`config.mk`:
```
export PLATFORM = sky130hd
export DESIGN_NAME = cnms_cell
export DESIGN_NICKNAME = d
export VERILOG_FILES = /design/src/rtl/cnms_pkg.sv /design/src/rtl/cnms_cell.sv
export SDC_FILE = /design/constraint.sdc
export NUM_CORES = 1
export LEC_CHECK = 0
export ABC_AREA = 1
export BUFFER_PORTS_ARGS = -buffer_cell sky130_fd_sc_hd__clkbuf_2
export CAP_MARGIN = 20
export CELL_PAD_IN_SITES_DETAIL_PLACEMENT = 0
export CELL_PAD_IN_SITES_GLOBAL_PLACEMENT = 1
export CORE_MARGIN = 4
export CORE_UTILIZATION = 33
export DETAILED_ROUTE_END_ITERATION = 7
export GPL_TIMING_DRIVEN = 0
export PLACE_DENSITY = 0.9
export SKIP_CTS_REPAIR_TIMING = 1
export SYNTH_ARGS = -nofsm -noshare
export SYNTH_HDL_FRONTEND = slang
export SYNTH_SLANG_ARGS = --single-unit
```
`constraint.sdc`:
```
create_clock -name clk -period 3.2 [get_ports clk]
set_clock_uncertainty 0.05 [all_clocks]
set_input_delay 0.32 -clock clk [delete_from_list [all_inputs] [get_ports clk]]
set_output_delay 0.32 -clock clk [all_outputs]
set_load 0.05 [all_outputs]
```
`src/rtl/cnms_pkg.sv`:
```
`default_nettype none
package cnms_pkg;

  // Sizing of the block
  localparam int MAX_SLICES = 512;
  localparam int VAL_W      = 16;
  localparam int SUM_W      = 24;
  localparam int ADDR_W     = $clog2(MAX_SLICES);
  localparam int CNT_W      = ADDR_W + 1;
  localparam int ROW_DEPTH  = MAX_SLICES / 3 + 1;
  localparam int NUM_CELLS  = ROW_DEPTH - 1;
  localparam int PICK_W     = $clog2(ROW_DEPTH);

  localparam logic [SUM_W-1:0] SUM_MAX = {SUM_W{1'b1}};

  // Control broadcast to every cell of the row
  typedef struct packed {
    logic clr;    // zero both rows
    logic step;   // fold one element into the rows
    logic shift;  // move the current row one cell toward cell 0
  } cnms_ctrl_t;

endpackage
`default_nettype wire

```
`src/rtl/cnms_cell.sv`:
```
`default_nettype none
module cnms_cell (
  input  wire logic                        clk,
  input  wire cnms_pkg::cnms_ctrl_t        ctrl,
  input  wire logic [cnms_pkg::VAL_W-1:0]  v,
  input  wire logic [cnms_pkg::SUM_W-1:0]  two_in,
  input  wire logic [cnms_pkg::SUM_W-1:0]  one_in,
  output logic      [cnms_pkg::SUM_W-1:0]  two_out,
  output logic      [cnms_pkg::SUM_W-1:0]  one_out
);
  import cnms_pkg::*;

  logic [SUM_W-1:0] one;
  logic [SUM_W-1:0] two;
  logic [SUM_W:0]   take_raw;
  logic [SUM_W-1:0] take;
  logic [SUM_W-1:0] one_next;

  // take = v + best with one pick fewer two elements ahead (saturating)
  assign take_raw = {1'b0, two_in} + (SUM_W + 1)'(v);
  assign take     = take_raw[SUM_W] ? SUM_MAX : take_raw[SUM_W-1:0];
  assign one_next = (take > one) ? take : one;

  // Rolling rows for this pick count
  always_ff @(posedge clk) begin
    if (ctrl.clr) begin
      one <= '0;
      two <= '0;
    end else if (ctrl.step) begin
      two <= one;
      one <= one_next;
    end else if (ctrl.shift) begin
      one <= one_in;
    end
  end

  assign two_out = two;
  assign one_out = one;

endmodule
`default_nettype wire

```
==> key figures, run 1 <==
Run status
  • Outcome: completed

GRT
  • Total track usage: 17.4%
  • Grt total ovfl: 0
  • Vias in the first global route: roughly 4,400
  • Initial antenna violation count: 0
  • GR Util met3: between 2 and 3%
  • First-pass GRT wire length: between 20,000 and 25,000 um
  • Gr busiest metal: met2
  • M1 GR Usage: between 20% and 30%
  • Met2 Use GR: 29.0%
  • Largest net degree at the start of global routing: 15

Worst setup path
  • R2R cell count: 13
  • Arr. time, crit path: about 3.4 ns
  • Worst flop-to-flop path startpoint: one_out[13]$_SDFFE_PP0P_
  • Critical path startpoint category: input pin
  • Crit-path max FO: 10
  • Crit Path Category: input pin to flip-flop
  • R2r endpoint: one_out[20]$_SDFFE_PP0P_
  • WP data required: ~3.4 ns
  • Crit path capture type: flip-flop
  • R2R Setup Slk: between 1 and 1.5 ns

Floorplanning
  • IO Pins: approximately 120
  • Die ar.: 0.0153 sq mm
  • Core area: 0.0132 sq mm
  • Die height: 124 um
  • Std cell rows: 42
  • Chip Width: 124 um
  • Initial Util: about a third

Logic synthesis
  • Mapped Nets: approximately 840
  • Mean Syn Cell Area: approximately 6.1 sq um
  • Post-synthesis mux area share: 0%
  • Dominant cell by count in the synthesized netlist: nand2_1
  • Most common library cells after synthesis: 226 x nand2_1, 119 x inv_1, 71 x nor2_1, 54 x a21oi_1, 48 x dfxtp_1
  • Most used DFF post-synth: dfxtp_1
  • Sequential area share after synthesis: a little over a fifth
  • Adder-Cell Fraction of Synth Area: about an eighth
  • Yosys reg bits: 48
  • Synth Cell Area: about 0.0044 sq mm
  • Post-synth EDFFs: 0
  • Async SR Flop Fraction: 0%
  • Syn Inst Count: around 730
  • Largest family of logic cells by synthesized area: simple AND/OR/NAND/NOR gates
  • Synth area leaders: dfxtp_1 22%, nand2_1 19%, ha_1 11%
  • XOR/XNOR Fraction of Synth Area: 1.39%
  • Post-synthesis compound-gate area fraction: 11.4%
  • Yosys cell types: 38
  • Share of the synthesized area in the top cell type: roughly 22%
  • Area leader, netlist: dfxtp_1
  • Post-synthesis simple-gate area fraction: around 40%
  • Yosys warnings: 0

Routing
  • DRT Pass-1 Iters: 5
  • Vias per cell: approximately 4.7
  • WL per Instance: 13.8 um
  • # DRC: 0
  • DR iter-0 viols: ~350
  • Vias: around 4,900
  • Routed Antenna Nets: 0
  • Routed WL: about 14,000 um

Min path
  • Worst Hold Class: input pin to flip-flop
  • WHS Path Cells: 5
  • Hold endpoint: one_out[4]$_SDFFE_PP0P_
  • Worst hold start: one_in[4]

Placed design
  • Final HPWL DP: between 10,000 and 15,000 um
  • GPL Wtd Cong: roughly 0.9
  • Buffers on Ports: between 100 and 150
  • Inst Count DP: 1,019

Timing
  • Max Slew Vio Count: 0
  • Fmax: between 300 and 400 MHz
  • RSZ-0062 raised after global routing: yes
  • Max transition margin: a little under three fifths
  • Worst slew pin tran: between 0.6 and 0.7 ns
  • Hold_ws: ~0.3 ns
  • Minimum clock period: ~3.2 ns
  • Final hold viol count: 0
  • Final setup vio count: 0
  • Final TNS setup: 0 ns
  • Final period util: 99.3%

Finish
  • Fin nets: about 1,000
  • Number of standard cells in the final layout excluding fillers: between 1,000 and 1,500
  • Ant diodes: 0
  • Utilization after layout: 45.9%
  • Layout area overhead: 37.0%
  • Layout cells sized above 1: 29.3%

Power and ir drop
  • Power density over the cells: between 400 and 500 mW/mm^2
  • Peak supply drop: between 200 and 300 uV
  • Static Leak: between 3 and 4 nW

Flow run
  • Max cap viols: 0

CTS
  • CTS tree: built
  • CTS buffer count: 5
  • Clock root buffer: clkbuf_16
  • Clk_lat worst skew: around 0.30 ns
  • Clock-pin transition on the worst setup and hold timing paths: about 0.070 ns
  • Clock Sinks: 48
  • H-Tree Depth: 2
  • Clk buf depth: 2
[per-stage QoR]
stage,cell area (sq um),worst slack (ns),power [mW]
floorplan,4420,0.0251,1.51
global placement,5220,-0.543,1.78
detailed placement,5220,-0.585,1.79
CTS,5370,-0.291,2.32
global route,6050,-0.107,2.71
finish,6050,0.0237,2.54
[metal layers]
| layer | vias to the layer above | part of all wire [%] | routed length (um) |
|---|---|---|---|
| met5 | - | 0 | 0 |
| met4 | 0 | 0.55 | 80 |
| met3 | 9 | 7.0 | 1020 |
| met2 | 154 | 46 | 6710 |
| met1 | 2171 | 46 | 6630 |
| li1 | 2562 | - | - |
[cell type report]
class                      count  area [sq um]
inverter                     122           465
clock inverter                 2          10.0
buffer                        22           188
timing repair buffer         132           767
fill                        1381          7140
tap                          176           220
multi-input combinational    537          3300
clock buffer                   6           139
sequential                    48           961
[registers in the layout, summed over array words and instances, names as in the netlist]
register / cells
one_out: 24
two_out: 24
[critical path: stages]
cell and delay, ns:
clkbuf_2 0.10, ha_4 0.16, fa_2 0.39, nand2_2 0.09, nand2_2 0.06, nand3_2 0.08, nand2_4 0.06, nand2_4 0.08
nand2_4 0.07, nand2_8 0.11, buf_12 0.13, buf_6 0.10, nand3_4 0.08, ha_4 0.26, nand2_1 0.05, nor2_2 0.15
nand2_2 0.11, nor2_4 0.10, nand2_1 0.07, nand3_2 0.08, nand2_4 0.11, buf_4 0.20, nand3_1 0.08, nand2_1 0.09
a21oi_1 0.17
[cells by family after synthesis]
kind of cell | Yosys count
and+or+nand+nor | 390
AOI/OAI and AO/OA | 98
xor gates and xnor gates | 7
adders and majority gates | 41
DFF | 48
buffers and inverters | 144
[cell usage in the layout, fill, tap and decap left out, types with 6 or more instances in the layout]
| cell | count |
|---|---|
| ha_1 | 18 |
| clkbuf_16 | 8 |
| nor2_1 | 57 |
| o21ai_1 | 10 |
| nand4_1 | 10 |
| nand3_4 | 7 |
| xor2_1 | 6 |
| ha_4 | 14 |
| o21ai_0 | 27 |
| nor2_4 | 9 |
| buf_4 | 13 |
| clkbuf_2 | 116 |
| nand2_4 | 10 |
| ha_2 | 8 |
| clkbuf_1 | 7 |
| dfxtp_1 | 48 |
| nand2_1 | 218 |
| nand3_2 | 9 |
| nand3_1 | 36 |
| a21oi_2 | 7 |
| inv_1 | 117 |
| nor2_2 | 8 |
| nand2_2 | 14 |
| a21oi_1 | 48 |
[how the worst max path moves through the flow]
| stage | from | end | slack (ns) |
|---|---|---|---|
| after CTS | v[0] | one_out[8]$_SDFFE_PP0P_ | -0.29 |
| final | two_in[0] | one_out[20]$_SDFFE_PP0P_ | 0.02 |
| after global routing | two_in[0] | one_out[20]$_SDFFE_PP0P_ | -0.11 |
| after floorplan | v[0] | one_out[10]$_SDFFE_PP0P_ | 0.03 |
| after global placement | v[0] | one_out[8]$_SDFFE_PP0P_ | -0.54 |
| after detailed placement | v[0] | one_out[8]$_SDFFE_PP0P_ | -0.59 |
[where the power goes]
group | internal (mW) | switching (mW) | total, mW
Sequential | 0.661 | 0.0445 | 0.705
Clock | 0.309 | 0.239 | 0.548
Combinational | 0.447 | 0.836 | 1.28
Note: power is estimated with default switching activity, not from simulation.
==> inputs of run 2 (changes only) <==
--- a/config.mk
+++ b/config.mk
@@ -10,6 +10,7 @@
 export CAP_MARGIN = 20
 export CELL_PAD_IN_SITES_DETAIL_PLACEMENT = 0
 export CELL_PAD_IN_SITES_GLOBAL_PLACEMENT = 1
+export CORE_ASPECT_RATIO = 1.75
 export CORE_MARGIN = 4
 export CORE_UTILIZATION = 33
 export DETAILED_ROUTE_END_ITERATION = 7
==> constraint.sdc (replaced) <==
create_clock -name clk -period 2.6 [get_ports clk]
set_clock_uncertainty 0.05 [all_clocks]
set_input_delay 0.26 -clock clk [delete_from_list [all_inputs] [get_ports clk]]
set_output_delay 0.26 -clock clk [all_outputs]
set_load 0.05 [all_outputs]
==> run 2 against run 1 <==
Net effect:
- the run now ends with negative setup slack left
- die area grew 0.48%
- first-iteration DRC count shrank 52%
- worst setup slack lost 0.42 ns
- global-route usage grew 0.95 points
- utilization grew 2.9 points
- wire length grew 2.2%
- critical path depth is the same
- sequential cell count is the same
- largest cell class unchanged
==> key figures, run 2 (synthesis gave the netlist of run 1 again) <==
CTS
  • Clk_lat worst skew: 0.29 ns (was 0.30 ns)
  • H-Tree Depth: 2 (unchanged)
  • Clock Sinks: 48 (unchanged)
  • CTS tree: built (unchanged)
  • Clk buf depth: 2 (unchanged)
  • CTS buffer count: 5 (unchanged)
  • Clock-pin transition on the worst setup and hold timing paths: 0.07 ns (about the same)
  • Clock root buffer: clkbuf_16 (unchanged)

Run status
  • Violated checks: negative setup slack
  • Outcome: finished with violations (was completed)

Routing
  • Routed Antenna Nets: 0 (unchanged)
  • DR iter-0 viols: 167 (was 348)
  • DRT Pass-1 Iters: 5 (unchanged)
  • # DRC: 0 (unchanged)
  • Routed WL: 14,700 um (was 14,400 um)
  • Vias per cell: 4.75 (was 4.69)
  • Vias: 4,941 (was 4,896)
  • WL per Instance: 14.2 um (was 13.8 um)

Finish
  • Layout cells sized above 1: 33.1% (was 29.3%)
  • Ant diodes: 0 (unchanged)
  • Most common cell after layout, fill and taps aside: nand2_1 (unchanged)
  • Layout area overhead: 43.6% (was 37.0%)
  • Finished Cell Area: 0.00634 sq mm (was 0.00605 sq mm)
  • Fillcell total: 1,353 (was 1,381)
  • Most frequent cells in the layout: 208 x nand2_1, 118 x inv_1, 114 x clkbuf_2, 50 x nor2_1, 48 x dfxtp_1 (was 218 x nand2_1, 117 x inv_1, 116 x clkbuf_2, 57 x nor2_1)
  • Fin nets: 979 (was 977)
  • Utilization after layout: 48.8% (was 45.9%)

GRT
  • Total track usage: 18.4% (was 17.4%)
  • Vias in the first global route: 4,814 (was 4,397)
  • First-pass GRT wire length: 22,300 um (was 21,100 um)
  • Largest net degree at the start of global routing: 15 (unchanged)
  • Initial antenna violation count: 0 (unchanged)
  • Grt total ovfl: 0 (unchanged)

Timing
  • Final hold viol count: 0 (unchanged)
  • Fmax: between 300 and 400 MHz
  • Worst slew pin tran: 0.582 ns (was 0.635 ns)
  • RSZ-0062 raised after global routing: yes (unchanged)
  • Setup ws final: -0.400 ns (was 0.0237 ns)
  • Final period util: 115%
  • Max transition margin: 61.2% (was 57.4%)
  • Max Slew Vio Count: 0 (unchanged)
  • Minimum clock period: between 2 and 3 ns
  • Final setup vio count: 24 (was 0)

Worst setup path
  • Arr. time, crit path: 3.13 ns (was 3.35 ns)
  • Critical path startpoint category: input pin (unchanged)
  • WP data required: 2.73 ns (was 3.37 ns)
  • Crit path capture type: flip-flop (unchanged)
  • Crit-path max FO: 8 (was 10)
  • Crit Path Category: input pin to flip-flop (unchanged)

Floorplanning
  • Std cell rows: 55 (was 42)
  • IO Pins: 116 (unchanged)
  • Core area: 0.0130 sq mm (was 0.0132 sq mm)
  • Die height: 161 um (was 124 um)
  • Die ar.: 0.0154 sq mm (was 0.0153 sq mm)
  • Initial Util: 34.0% (was 33.5%)
  • Chip Width: 95.5 um (was 124 um)

Power and ir drop
  • Static Leak: 3.35 nW (was 3.27 nW)
  • Clock power frac: 24.5% (was 21.6%)
  • Combinational share of power: 49.5% (was 50.6%)
  • Power density over the cells: 525 mW/mm^2 (was 419 mW/mm^2)
  • Sw Share: 41.4% (was 44.1%)
  • Power after layout: 3.33 mW (was 2.54 mW)
  • Reg power frac: 26.0% (was 27.8%)
  • Int Pwr: 1.95 mW (was 1.42 mW)
  • Peak supply drop: 306 uV (was 271 uV)
  • Switch Pwr: 1.38 mW (was 1.12 mW)

Min path
  • Worst Hold Class: input pin to flip-flop (unchanged)

Placed design
  • Buffers on Ports: 115 (unchanged)
  • GPL Wtd Cong: 0.874 (was 0.882)
  • Final HPWL DP: 11,800 um (was 11,000 um)
  • DP Area: 0.00538 sq mm (was 0.00522 sq mm)

Flow run
  • Max cap viols: 0 (unchanged)
[run 2: stage by stage]
step / setup slack [ns] / std cells / setup TNS [ns] / hold slack, ns
2_1_floorplan: -0.333 / 728 / -7.05 / 0.421
3_3_place_gp: -0.945 / 1014 / -21.52 / 0.449
3_5_place_dp: -0.956 / 1014 / -21.73 / 0.445
6_report: -0.400 / 1041 / -8.26 / 0.246
5_1_grt: -0.527 / 1041 / -11.32 / 0.267
4_1_cts: -0.662 / 1021 / -14.74 / 0.217
[run 2: final cells by class]
type | instances | area, sq um | share of cell area [%]
tap | 171 | 214 | 3.37
buffer | 22 | 183 | 2.88
inverter | 122 | 465 | 7.34
clock inverter | 2 | 60.1 | 0.947
multi-input combinational | 536 | 3510 | 55.3
timing repair buffer | 135 | 826 | 13.0
sequential | 48 | 961 | 15.1
clock buffer | 5 | 125 | 1.97
[run 2: metal layers]
layer  part of all wire [%]  global-route usage (%)
met1                     36                    19.3
met4                    3.9                    8.10
met5                      0                       0
met2                     56                    35.9
met3                    3.6                    1.07
[run 2: power groups by stage]
stage	Combinational [mW]	Clock (mW)	Sequential (mW)
6_report	1.65	0.814	0.867
5_1_grt	1.82	0.853	0.875
4_1_cts	1.40	0.825	0.864
3_5_place_dp	1.39	0	0.880
3_3_place_gp	1.38	0	0.879
2_1_floorplan	0.779	0	1.14
[run 2: critical path, cell delays in order]
cell	delay, ns
buf_6	0.10
ha_4	0.15
fa_2	0.34
nand2_2	0.09
nand2_2	0.06
nand3_2	0.08
nand2_4	0.06
nand2_4	0.07
nand2_4	0.07
nand2_8	0.11
buf_12	0.15
nand3_4	0.10
ha_4	0.28
nand2_2	0.07
nor2_2	0.14
nand2_2	0.11
nor2_4	0.13
nand2_1	0.08
nand3_2	0.08
nand2_4	0.10
nand2_8	0.13
inv_8	0.05
clkbuf_16	0.17
nor2_4	0.09
nor2_1	0.04
[run 2: worst paths after layout]
path / slack [ns] / start / end / depth (start not counted)
worst max-delay path: -0.40 / v[0] / one_out[16]$_SDFFE_PP0P_ / 25
worst min-delay path: 0.25 / one_in[1] / one_out[1]$_SDFFE_PP0P_ / 5
worst max register to register: 0.47 / one_out[14]$_SDFFE_PP0P_ / one_out[16]$_SDFFE_PP0P_ / 14
worst min register to register: 0.46 / one_out[9]$_SDFFE_PP0P_ / two_out[9]$_SDFFE_PP0P_ / 2
